File: config.mk
export PLATFORM = sky130hd
export DESIGN_NAME = exact_match_route_table_top
export DESIGN_NICKNAME = d
export VERILOG_FILES = /design/src/rtl/core/emrt_pkg.sv /design/src/rtl/core/emrt_mem.sv /design/src/rtl/core/emrt_ctrl.sv /design/src/rtl/core/exact_match_route_table_top.sv
export SDC_FILE = /design/constraint.sdc
export NUM_CORES = 2
export LEC_CHECK = 0
export ABC_AREA = 1
export BUFFER_PORTS_ARGS = -buffer_cell sky130_fd_sc_hd__buf_4
export CAP_MARGIN = 0
export CORE_MARGIN = 1.5
export CORE_UTILIZATION = 57
export CTS_BUF_LIST = sky130_fd_sc_hd__clkbuf_8
export CTS_CLUSTER_SIZE = 28
export DETAILED_ROUTE_END_ITERATION = 8
export GPL_ROUTABILITY_DRIVEN = 0
export GPL_TIMING_DRIVEN = 0
export PLACE_DENSITY = 0.7
export SLEW_MARGIN = 10
export SYNTH_ARGS = -nofsm -noshare
export SYNTH_HDL_FRONTEND = slang
export SYNTH_SLANG_ARGS = --single-unit
File: constraint.sdc
create_clock -name i_clk -period 5.95 [get_ports i_clk]
set_input_delay 0.595 -clock i_clk [delete_from_list [all_inputs] [get_ports i_clk]]
set_output_delay 0.595 -clock i_clk [all_outputs]
set_load 0.05 [all_outputs]
File: src/rtl/core/emrt_pkg.sv
package emrt_pkg;

    // table geometry
    localparam int TABLE_DEPTH = 64;
    localparam int NODE_ID_BITS = 16;
    localparam int IDX_W = $clog2(TABLE_DEPTH);
    localparam int CNT_W = $clog2(TABLE_DEPTH + 1);

    // request kinds
    localparam logic FUNC_MAKE = 1'b0;
    localparam logic FUNC_LOOKUP = 1'b1;

    // result codes
    localparam int STAT_W = 3;
    localparam logic [STAT_W-1:0] STAT_FOUND = 3'd0;
    localparam logic [STAT_W-1:0] STAT_MISS = 3'd1;
    localparam logic [STAT_W-1:0] STAT_INSERTED = 3'd2;
    localparam logic [STAT_W-1:0] STAT_UPDATED = 3'd3;
    localparam logic [STAT_W-1:0] STAT_FULL = 3'd4;

    typedef logic [NODE_ID_BITS-1:0] t_node;

    // one stored route
    typedef struct packed {
        t_node src;
        t_node dst;
        t_node next_hop;
    } t_entry;

    // one request item
    typedef struct packed {
        logic  func;
        t_node src;
        t_node dst;
        t_node next_hop;
    } t_req;

    // table write port
    typedef struct packed {
        logic             en;
        logic [IDX_W-1:0] addr;
        t_entry           data;
    } t_mem_wr;

    // result handed to the output stage
    typedef struct packed {
        logic              valid;
        t_node             hop;
        logic [STAT_W-1:0] status;
    } t_result;

endpackage

File: src/rtl/core/emrt_mem.sv
module emrt_mem (
    input  logic                     i_clk,
    input  emrt_pkg::t_mem_wr        i_wr,
    input  logic [emrt_pkg::IDX_W-1:0] i_rd_addr,
    output emrt_pkg::t_entry         o_rd_data
);
    import emrt_pkg::*;

    t_entry r_mem [TABLE_DEPTH];
    t_entry r_rd_data;

    // single write port
    always_ff @(posedge i_clk) begin
        if (i_wr.en) begin
            r_mem[i_wr.addr] <= i_wr.data;
        end
    end

    // registered read
    always_ff @(posedge i_clk) begin
        r_rd_data <= r_mem[i_rd_addr];
    end

    assign o_rd_data = r_rd_data;

endmodule

File: src/rtl/core/emrt_ctrl.sv
module emrt_ctrl (
    input  logic                       i_clk,
    input  logic                       i_rst_n,
    input  logic                       i_req_valid,
    output logic                       o_req_ready,
    input  emrt_pkg::t_req             i_req,
    output logic [emrt_pkg::IDX_W-1:0] o_rd_addr,
    input  emrt_pkg::t_entry           i_rd_data,
    output emrt_pkg::t_mem_wr          o_wr,
    output emrt_pkg::t_result          o_res,
    input  logic                       i_res_ready
);
    import emrt_pkg::*;

    localparam logic [1:0] S_IDLE = 2'd0;
    localparam logic [1:0] S_SEARCH = 2'd1;
    localparam logic [1:0] S_DONE = 2'd2;

    logic [1:0]        r_state, n_state;
    t_req              r_req, n_req;
    logic [IDX_W-1:0]  r_addr, n_addr;
    logic [CNT_W-1:0]  r_count, n_count;
    t_node             r_hop, n_hop;
    logic [STAT_W-1:0] r_status, n_status;

    logic [CNT_W-1:0]  addr_next;
    logic              accept;
    logic              finish;
    logic              hit;
    logic [IDX_W-1:0]  hit_idx;
    t_node             hit_nh;
    t_req              key;

    assign accept = i_req_valid && (r_state == S_IDLE);
    assign o_req_ready = (r_state == S_IDLE);
    assign addr_next = CNT_W'(r_addr) + CNT_W'(1);

    // read address: entry 0 on accept, then the one after the entry being compared
    assign o_rd_addr = (r_state == S_IDLE) ? '0 : addr_next[IDX_W-1:0];

    // search sequencer and table update
    always_comb begin
        n_state = r_state;
        n_req = r_req;
        n_addr = r_addr;
        n_count = r_count;
        n_hop = r_hop;
        n_status = r_status;
        finish = 1'b0;
        hit = 1'b0;
        hit_idx = '0;
        hit_nh = '0;
        key = (r_state == S_IDLE) ? i_req : r_req;
        o_wr = '0;

        case (r_state)
            S_IDLE: begin
                if (accept) begin
                    n_req = i_req;
                    n_addr = '0;
                    if (i_req.func == FUNC_LOOKUP && i_req.src == i_req.dst) begin
                        // route to self, table not searched
                        n_hop = i_req.src;
                        n_status = STAT_FOUND;
                        n_state = S_DONE;
                    end else if (r_count == '0) begin
                        finish = 1'b1;
                    end else begin
                        n_state = S_SEARCH;
                    end
                end
            end
            S_SEARCH: begin
                if (i_rd_data.src == r_req.src && i_rd_data.dst == r_req.dst) begin
                    hit = 1'b1;
                    hit_idx = r_addr;
                    hit_nh = i_rd_data.next_hop;
                    finish = 1'b1;
                end else if (addr_next == r_count) begin
                    finish = 1'b1;
                end else begin
                    n_addr = addr_next[IDX_W-1:0];
                end
            end
            S_DONE: begin
                if (i_res_ready) begin
                    n_state = S_IDLE;
                end
            end
            default: begin
                n_state = S_IDLE;
            end
        endcase

        // end of search: form result, at most one write-back
        if (finish) begin
            n_state = S_DONE;
            n_hop = '0;
            if (key.func == FUNC_LOOKUP) begin
                n_status = hit ? STAT_FOUND : STAT_MISS;
                n_hop = hit ? hit_nh : '0;
            end else if (hit) begin
                n_status = STAT_UPDATED;
                o_wr.en = 1'b1;
                o_wr.addr = hit_idx;
                o_wr.data = '{src: key.src, dst: key.dst, next_hop: key.next_hop};
            end else if (r_count < CNT_W'(TABLE_DEPTH)) begin
                n_status = STAT_INSERTED;
                o_wr.en = 1'b1;
                o_wr.addr = r_count[IDX_W-1:0];
                o_wr.data = '{src: key.src, dst: key.dst, next_hop: key.next_hop};
                n_count = r_count + CNT_W'(1);
            end else begin
                n_status = STAT_FULL;
            end
        end
    end

    always_ff @(posedge i_clk) begin
        if (!i_rst_n) begin
            r_state <= S_IDLE;
            r_count <= '0;
        end else begin
            r_state <= n_state;
            r_count <= n_count;
        end
    end

    always_ff @(posedge i_clk) begin
        r_req <= n_req;
        r_addr <= n_addr;
        r_hop <= n_hop;
        r_status <= n_status;
    end

    assign o_res = '{valid: (r_state == S_DONE), hop: r_hop, status: r_status};

endmodule

File: src/rtl/core/exact_match_route_table_top.sv
// Exact-match route table keyed by a (source, destination) pair, up to TABLE_DEPTH
// routes held in one single-port-write, registered-read memory and filled in order,
// so a fill count marks the live entries and no clearing pass is needed after reset.
// One item is processed at a time: a lookup of a node to itself answers without
// searching the table; any other item scans the live entries one per cycle through
// the memory read port, stopping at the first match. The write-back of a make-route
// lands before the next item's first read, so entries never need forwarding. A
// finished result sits in the output register while the next item is taken.
module exact_match_route_table_top (
    input  logic        i_clk,
    input  logic        i_rst_n,
    input  logic        i_s_tvalid,
    output logic        o_s_tready,
    input  logic [47:0] i_s_tdata,  // src_node[15:0], dst_node[31:16], next_hop_in[47:32]
    input  logic [0:0]  i_s_tuser,  // func[0]
    output logic        o_m_tvalid,
    input  logic        i_m_tready,
    output logic [15:0] o_m_tdata,  // next_hop_out[15:0]
    output logic [2:0]  o_m_tuser   // status[2:0]
);
    import emrt_pkg::*;

    t_req              req;
    logic [IDX_W-1:0]  rd_addr;
    t_entry            rd_data;
    t_mem_wr           wr;
    t_result           res;
    logic              res_ready;
    logic              r_out_valid;
    t_node             r_out_hop;
    logic [STAT_W-1:0] r_out_status;

    // unpack the input item
    assign req = '{func: i_s_tuser[0],
                   src: i_s_tdata[15:0],
                   dst: i_s_tdata[31:16],
                   next_hop: i_s_tdata[47:32]};

    emrt_mem u_mem (
        .i_clk     (i_clk),
        .i_wr      (wr),
        .i_rd_addr (rd_addr),
        .o_rd_data (rd_data)
    );

    emrt_ctrl u_ctrl (
        .i_clk       (i_clk),
        .i_rst_n     (i_rst_n),
        .i_req_valid (i_s_tvalid),
        .o_req_ready (o_s_tready),
        .i_req       (req),
        .o_rd_addr   (rd_addr),
        .i_rd_data   (rd_data),
        .o_wr        (wr),
        .o_res       (res),
        .i_res_ready (res_ready)
    );

    // output register
    assign res_ready = !r_out_valid || i_m_tready;

    always_ff @(posedge i_clk) begin
        if (!i_rst_n) begin
            r_out_valid <= 1'b0;
        end else if (res.valid && res_ready) begin
            r_out_valid <= 1'b1;
        end else if (i_m_tready) begin
            r_out_valid <= 1'b0;
        end
    end

    always_ff @(posedge i_clk) begin
        if (res.valid && res_ready) begin
            r_out_hop <= res.hop;
            r_out_status <= res.status;
        end
    end

    assign o_m_tvalid = r_out_valid;
    assign o_m_tdata = r_out_hop;
    assign o_m_tuser = r_out_status;

    // busy after an item is taken
    a_busy_after_accept: assert property (@(posedge i_clk) disable iff (!i_rst_n)
        (i_s_tvalid && o_s_tready) |=> !o_s_tready)
        else $error("input taken while an item is in flight");

    // no table writes in a row, as each item writes back at most once
    a_single_write: assert property (@(posedge i_clk) disable iff (!i_rst_n)
        wr.en |=> !wr.en)
        else $error("table written on consecutive cycles");

    // only a found lookup carries a next hop
    a_hop_zero: assert property (@(posedge i_clk) disable iff (!i_rst_n)
        (res.valid && res.status != STAT_FOUND) |-> (res.hop == '0))
        else $error("nonzero next hop without a hit");

    // no input is taken while a result is pending
    a_result_idle: assert property (@(posedge i_clk) disable iff (!i_rst_n)
        res.valid |-> !o_s_tready)
        else $error("result pending while accepting input");

endmodule
Word-level counts from Yosys, hierarchy flattened
Memory sizes are Yosys's and may differ from the RTL's. A register that Yosys moved wholly into a read port is not among the register bits.
Cells that the tools add are included.

storage, ports and cells
  register bits = 103
  output and inout port bits = 21
  bits of input ports = 53
  memory bits (writable) = 3,072
  memories kept = 1

operators by class
  $add $sub $neg = 2
  equal/unequal tests = 15
  mux-type cells = 46
  bitwise operators = 4
  magnitude comparators = 1
  reductions and logical operators = 20

memories
  name         depth  bits a word  rd ports  clocked after memory_dff  write ports  RTL line       source
  u_mem.r_mem  64     48           1         1                         1            emrt_mem.sv:9  t_entry r_mem [TABLE_DEPTH];

operators with widths
  kind                                                    count
  2-to-1 mux 55 bit                                       4
  2-to-1 mux 16 bit                                       8
  2-to-1 mux 49 bit                                       1
  == test 16 bit                                          3
  2-to-1 mux 6 bit                                        6
  2-to-1 mux 3 bit                                        7
  AND reduction 4 bit                                     4
  2-to-1 mux 1 bit                                        12
  case mux 6 bit (2 select lines)                         1
  2-to-1 mux 2 bit                                        5
  nonzero test 2 bit                                      5
  adder 6 x 1 -> 7 bit (second input constant)            1
  adder 7 x 1 -> 7 bit (second input constant)            1
  == test 7 bit                                           1
  logical NOT 7 bit                                       1
  less-than comparator 7 bit (second input constant)      1
  inequality test 2 x 1 -> 1 bit (second input constant)  3
  inequality test 3 x 1 -> 1 bit (second input constant)  2
  case mux 2 bit (3 select lines)                         1
  logical AND 1 bit                                       4
  inequality test 2 bit (second input constant)           2
  inequality test 4 x 2 -> 1 bit (second input constant)  1
  NOT 1 bit                                               4
  inequality test 3 x 2 -> 1 bit (second input constant)  1
  other kinds (9)                                         9

Longest topological paths before layout
  depth after elaboration = 9
  mapped depth = 17
  depth with buffers taken out = 17

By module
A second synthesis with hierarchy kept.

unflattened totals
  cell total of the unflattened synthesis = 10,812
  area total of the unflattened synthesis = 130,219.9 um^2

modules (own cells, without submodules)
  module                       instances  cells an instance  sequential area each (um^2)  area each (um^2)
  emrt_mem                     1          10,108             93,209.4                     124,330.5
  emrt_ctrl                    1          678                2,402.3                      5,267.6
  exact_match_route_table_top  1          26                 590.6                        621.8

Least setup slack after synthesis
No wires, ideal clock.

  kind = register -> register
  from = register u_ctrl.r_addr[0]
  to = memory u_mem.r_mem[0][38] (netlist bit), data pin
  arrival time = 4,521 ps
  buffers on the path = 1
  cell stages (with the launch flop) = 13
  data required time = 5,230 ps
  setup time = 720 ps
  slack = 709 ps
  cell sequence = edfxtp_1 > ha_1 > inv_1 > nand2_1 > nand3_1 > nor2_1 > nand3_1 > nor2_1 > nand3_1 > nand3_2 > nand3_2 > clkbuf_1 > a211oi_1

RTL lines
  what                      RTL line          source
  start: declaration        emrt_ctrl.sv:21   logic [IDX_W-1:0] r_addr, n_addr;
  start signal: assignment  emrt_ctrl.sv:131  r_addr <= n_addr;
  end: declaration          emrt_mem.sv:9

Worst setup path in the final report
  from = register u_ctrl.r_addr[0]
  to = memory u_mem.r_mem[48][20] (netlist bit), enable pin

on the way
  longest elaborated chain between the ends = 8
  elaborated cells between the ends (all ways) = 12
  classes of those cells = add/sub (1); eq/ne (1); mux (10)

ends and longest elaborated chain
  what                                    RTL line         source
  adder 6 x 1 -> 7 bit                    emrt_ctrl.sv:36  assign addr_next = CNT_W'(r_addr) + CNT_W'(1);
  == test 7 bit                           emrt_ctrl.sv:79  end else if (addr_next == r_count) begin
  2-to-1 mux 1 bit                        emrt_ctrl.sv:79
  2-to-1 mux 1 bit                        emrt_ctrl.sv:74  if (i_rd_data.src == r_req.src && i_rd_data.dst == r_req.dst) begin
  case mux 1 bit (2 select lines)         emrt_ctrl.sv:56  case (r_state)
  2-to-1 mux 55 bit *                     emrt_ctrl.sv:96  if (finish) begin
  2-to-1 mux 1 bit                        emrt_mem.sv:14   if (i_wr.en) begin
  2-to-1 mux 1 bit (not written as such)  emrt_mem.sv:15   r_mem[i_wr.addr] <= i_wr.data;

Mark *: on every way between the ends. The rest lies on a longest branch, timed or not.

==> results.json <==
{
  "status": "finished with violations",
  "violations": "design-rule violations",
  "final_common_cell": "edfxtp_1",
  "critPathRequiredTime_ns": 6.79,
  "p_leak_uw": 0.04908,
  "slew_headroom": 0.05135,
  "cts_hold_buf": 52,
  "avgSynthCellArea_um2": 13.53,
  "htreeDepth": 5,
  "die_h_um": 474.4,
  "clk_latency_ns": 1.22,
  "fillCellCount": 15140,
  "wire_per_inst_um": 33.80,
  "fmax_mhz": 177.0,
  "die_w_um": 474.4,
  "hold_viol_final": 0,
  "finalNonFillerCells": 13640,
  "clk_pin_slew_ns": 0.07,
  "clockRootBuffer": "clkbuf_8",
  "post-dp-hpwl_mm": 317.2,
  "ys_seq_area_frac": 0.7595,
  "worstPathMaxFanout": 22,
  "syn_inst": 9363,
  "port_buffers": 73,
  "synth_top_area_frac": 0.7503,
  "io_pins": 74,
  "grt_util_all_layers": 0.4022,
  "syn_to_final_growth_pct": 16.41,
  "numCtsBuffers": 493,
  "grt_overflow": 0,
  "power_density_nw_per_um2": 379.9,
  "dp_slack_ns": 0.8172,
  "clock_path_buffers": 4,
  "syn_area_um2": 126700,
  "ys_seq_elements": 3223,
  "antenna_found_initial": 22,
  "dp_cells": 12690,
  "clock_sinks": 3223,
  "cts_tree": "done",
  "ir_worst_vdd_mv": 0.3469,
  "start_util": 0.5748,
  "ys_warn_count": 0,
  "ys.flop_type": "edfxtp_1",
  "drt.antenna.violating_nets": 0,
  "most-common-layout-cells": "edfxtp_1, nor2_1, o21ai_0",
  "setup.worst_path.class": "flop to flop",
  "tightest_slew_ns": 1.423,
  "grt_pass1_wl_mm": 635.1,
  "grt_pass1_vias": 88060,
  "yosys.area.top_type": "edfxtp_1",
  "layout.nets": 10340,
  "grt_max_degree": 33,
  "postCtsResizedCells": 0,
  "synth.area.top_cells": "edfxtp_1, o21ai_0, nor2_1",
  "setup_viol": 0,
  "wl_mm": 461.2,
  "dr.pass1.iters": 9,
  "viasPerCell": 6.882,
  "min_period_ns": 5.650,
  "first_iter_violations": 18760,
  "synth_nets": 9419,
  "core_um2": 220400,
  "hp-class": "primary input to flop",
  "drc": 14,
  "drive_gt1_frac": 0.1290,
  "yosysUniqueCellTypes": 42,
  "fin_ws_ns": 0.3004,
  "setup_tns_ns": 0,
  "max_cap_violations": 0,
  "grt_setup_unrepaired": "no",
  "slew_viol_final": 0,
  "critPathLaunchType": "flop",
  "post-route-util": 0.6692,
  "fin_crit_sh": 0.9495,
  "vias": 93900,
  "cts_setup_buffers": 0,
  "row_count": 172,
  "cp-end-kind": "flop",
  "synthArstFlopShare": 0,
  "fp.dieArea_um2": 225100,
  "clock_skew_ns": 0.09114,
  "synth_edf_count": 3165,
  "worstPathArrival_ns": 6.49
}
[synth_stat cells, types with 2 or more instances]
cell type	n
clkbuf_1	462
inv_1	130
nand3_4	6
xnor2_1	14
o211ai_1	183
inv_2	12
a211oi_1	29
buf_4	8
nand4_1	9
nor2_1	1713
or2_2	14
o22ai_1	166
a21oi_1	20
buf_1	29
o21ai_0	1539
o311ai_0	2
o221ai_1	588
nand3_1	422
nand3_2	10
nand2_1	546
edfxtp_1	3165
o311ai_1	3
nor2_4	5
nor3_1	5
o21ai_1	6
nand2_2	6
nand4_2	2
nor2_2	6
dfxtp_1	58
buf_6	4
a211oi_2	3
ha_1	3
buf_2	185
and3_1	2
[metal layers]
layer,wire [um],global-route usage
met1,153600,0.5224
met2,190900,0.5594
met3,80930,0.1631
met4,35290,0.2588
met5,521,0.01190
[worst paths after layout]
path                                        from                   to  slack (ns)  depth (start not counted)
worst max-delay path            u_ctrl.r_addr[0]  u_mem.r_mem[48][20]        0.30                         11
worst min register to register   u_ctrl.r_hop[4]         o_m_tdata[4]        0.41                          0
worst min-delay path               i_s_tdata[44]     u_ctrl.r_req[12]        0.14                          2
worst max register to register  u_ctrl.r_addr[0]  u_mem.r_mem[48][20]        0.30                         11
[through the flow]
step / hold WS [ns] / power, uW / area (um2)
final: 0.1370 / 56020 / 147500
after global routing: 0.1485 / 56900 / 147400
after CTS: 0.08145 / 54930 / 147400
after detailed placement: 0.4045 / 38420 / 138100
after global placement: 0.4036 / 37690 / 130900
after floorplan: 0.4003 / 32350 / 126700
[kinds of logic after synthesis]
logic type      share of synthesized area
flops                              0.7595
simple gates                      0.08821
compound gates                     0.1242
buf+inv                           0.02690
xor+xnor                        0.0009680
fa+ha+maj                       0.0002964
[critical path, cell delays in order, from the launching register on]
cell	delay [ns]
edfxtp_1	0.55
inv_2	0.15
buf_2	0.72
buf_2	0.57
buf_2	0.40
buf_2	0.42
o22ai_4	0.21
nand2_1	0.13
nand3_1	0.48
nor2_4	0.98
buf_12	0.32
buf_12	0.23
[cell type report]
class                           count  area [um2]  share of cell area
Multi-Input combinational cell   5310       28130              0.1908
Buffer                            688        2890             0.01960
Tap cell                         2958        3701             0.02510
Antenna cell                       17       42.54           0.0002885
Clock inverter                    376        1864             0.01264
Sequential cell                  3223       96200              0.6524
Inverter                          142       533.0            0.003615
Timing Repair Buffer              423        7136             0.04839
Clock buffer                      506        6964             0.04723
[flip-flops by register name (all words and copies together) (netlist names)]
signal,count
o_m_tdata,16
u_ctrl.r_addr,6
u_ctrl.r_count,7
u_ctrl.r_state,2
o_m_tvalid,1
u_ctrl.r_req,49
u_mem.r_mem,3072
u_mem.o_rd_data,48
u_ctrl.r_hop,16
u_ctrl.r_status,3
o_m_tuser,3
[power by group]
| group | leakage (uW) | switching (uW) | internal [uW] | total [uW] |
|---|---|---|---|---|
| registers | 0.0299 | 397 | 25900 | 26300 |
| logic | 0.0140 | 9720 | 2920 | 12600 |
| clock network | 0.00515 | 8730 | 8330 | 17100 |
| total | 0.0491 | 18900 | 37200 | 56000 |
Power figures use the tool's default switching activity.
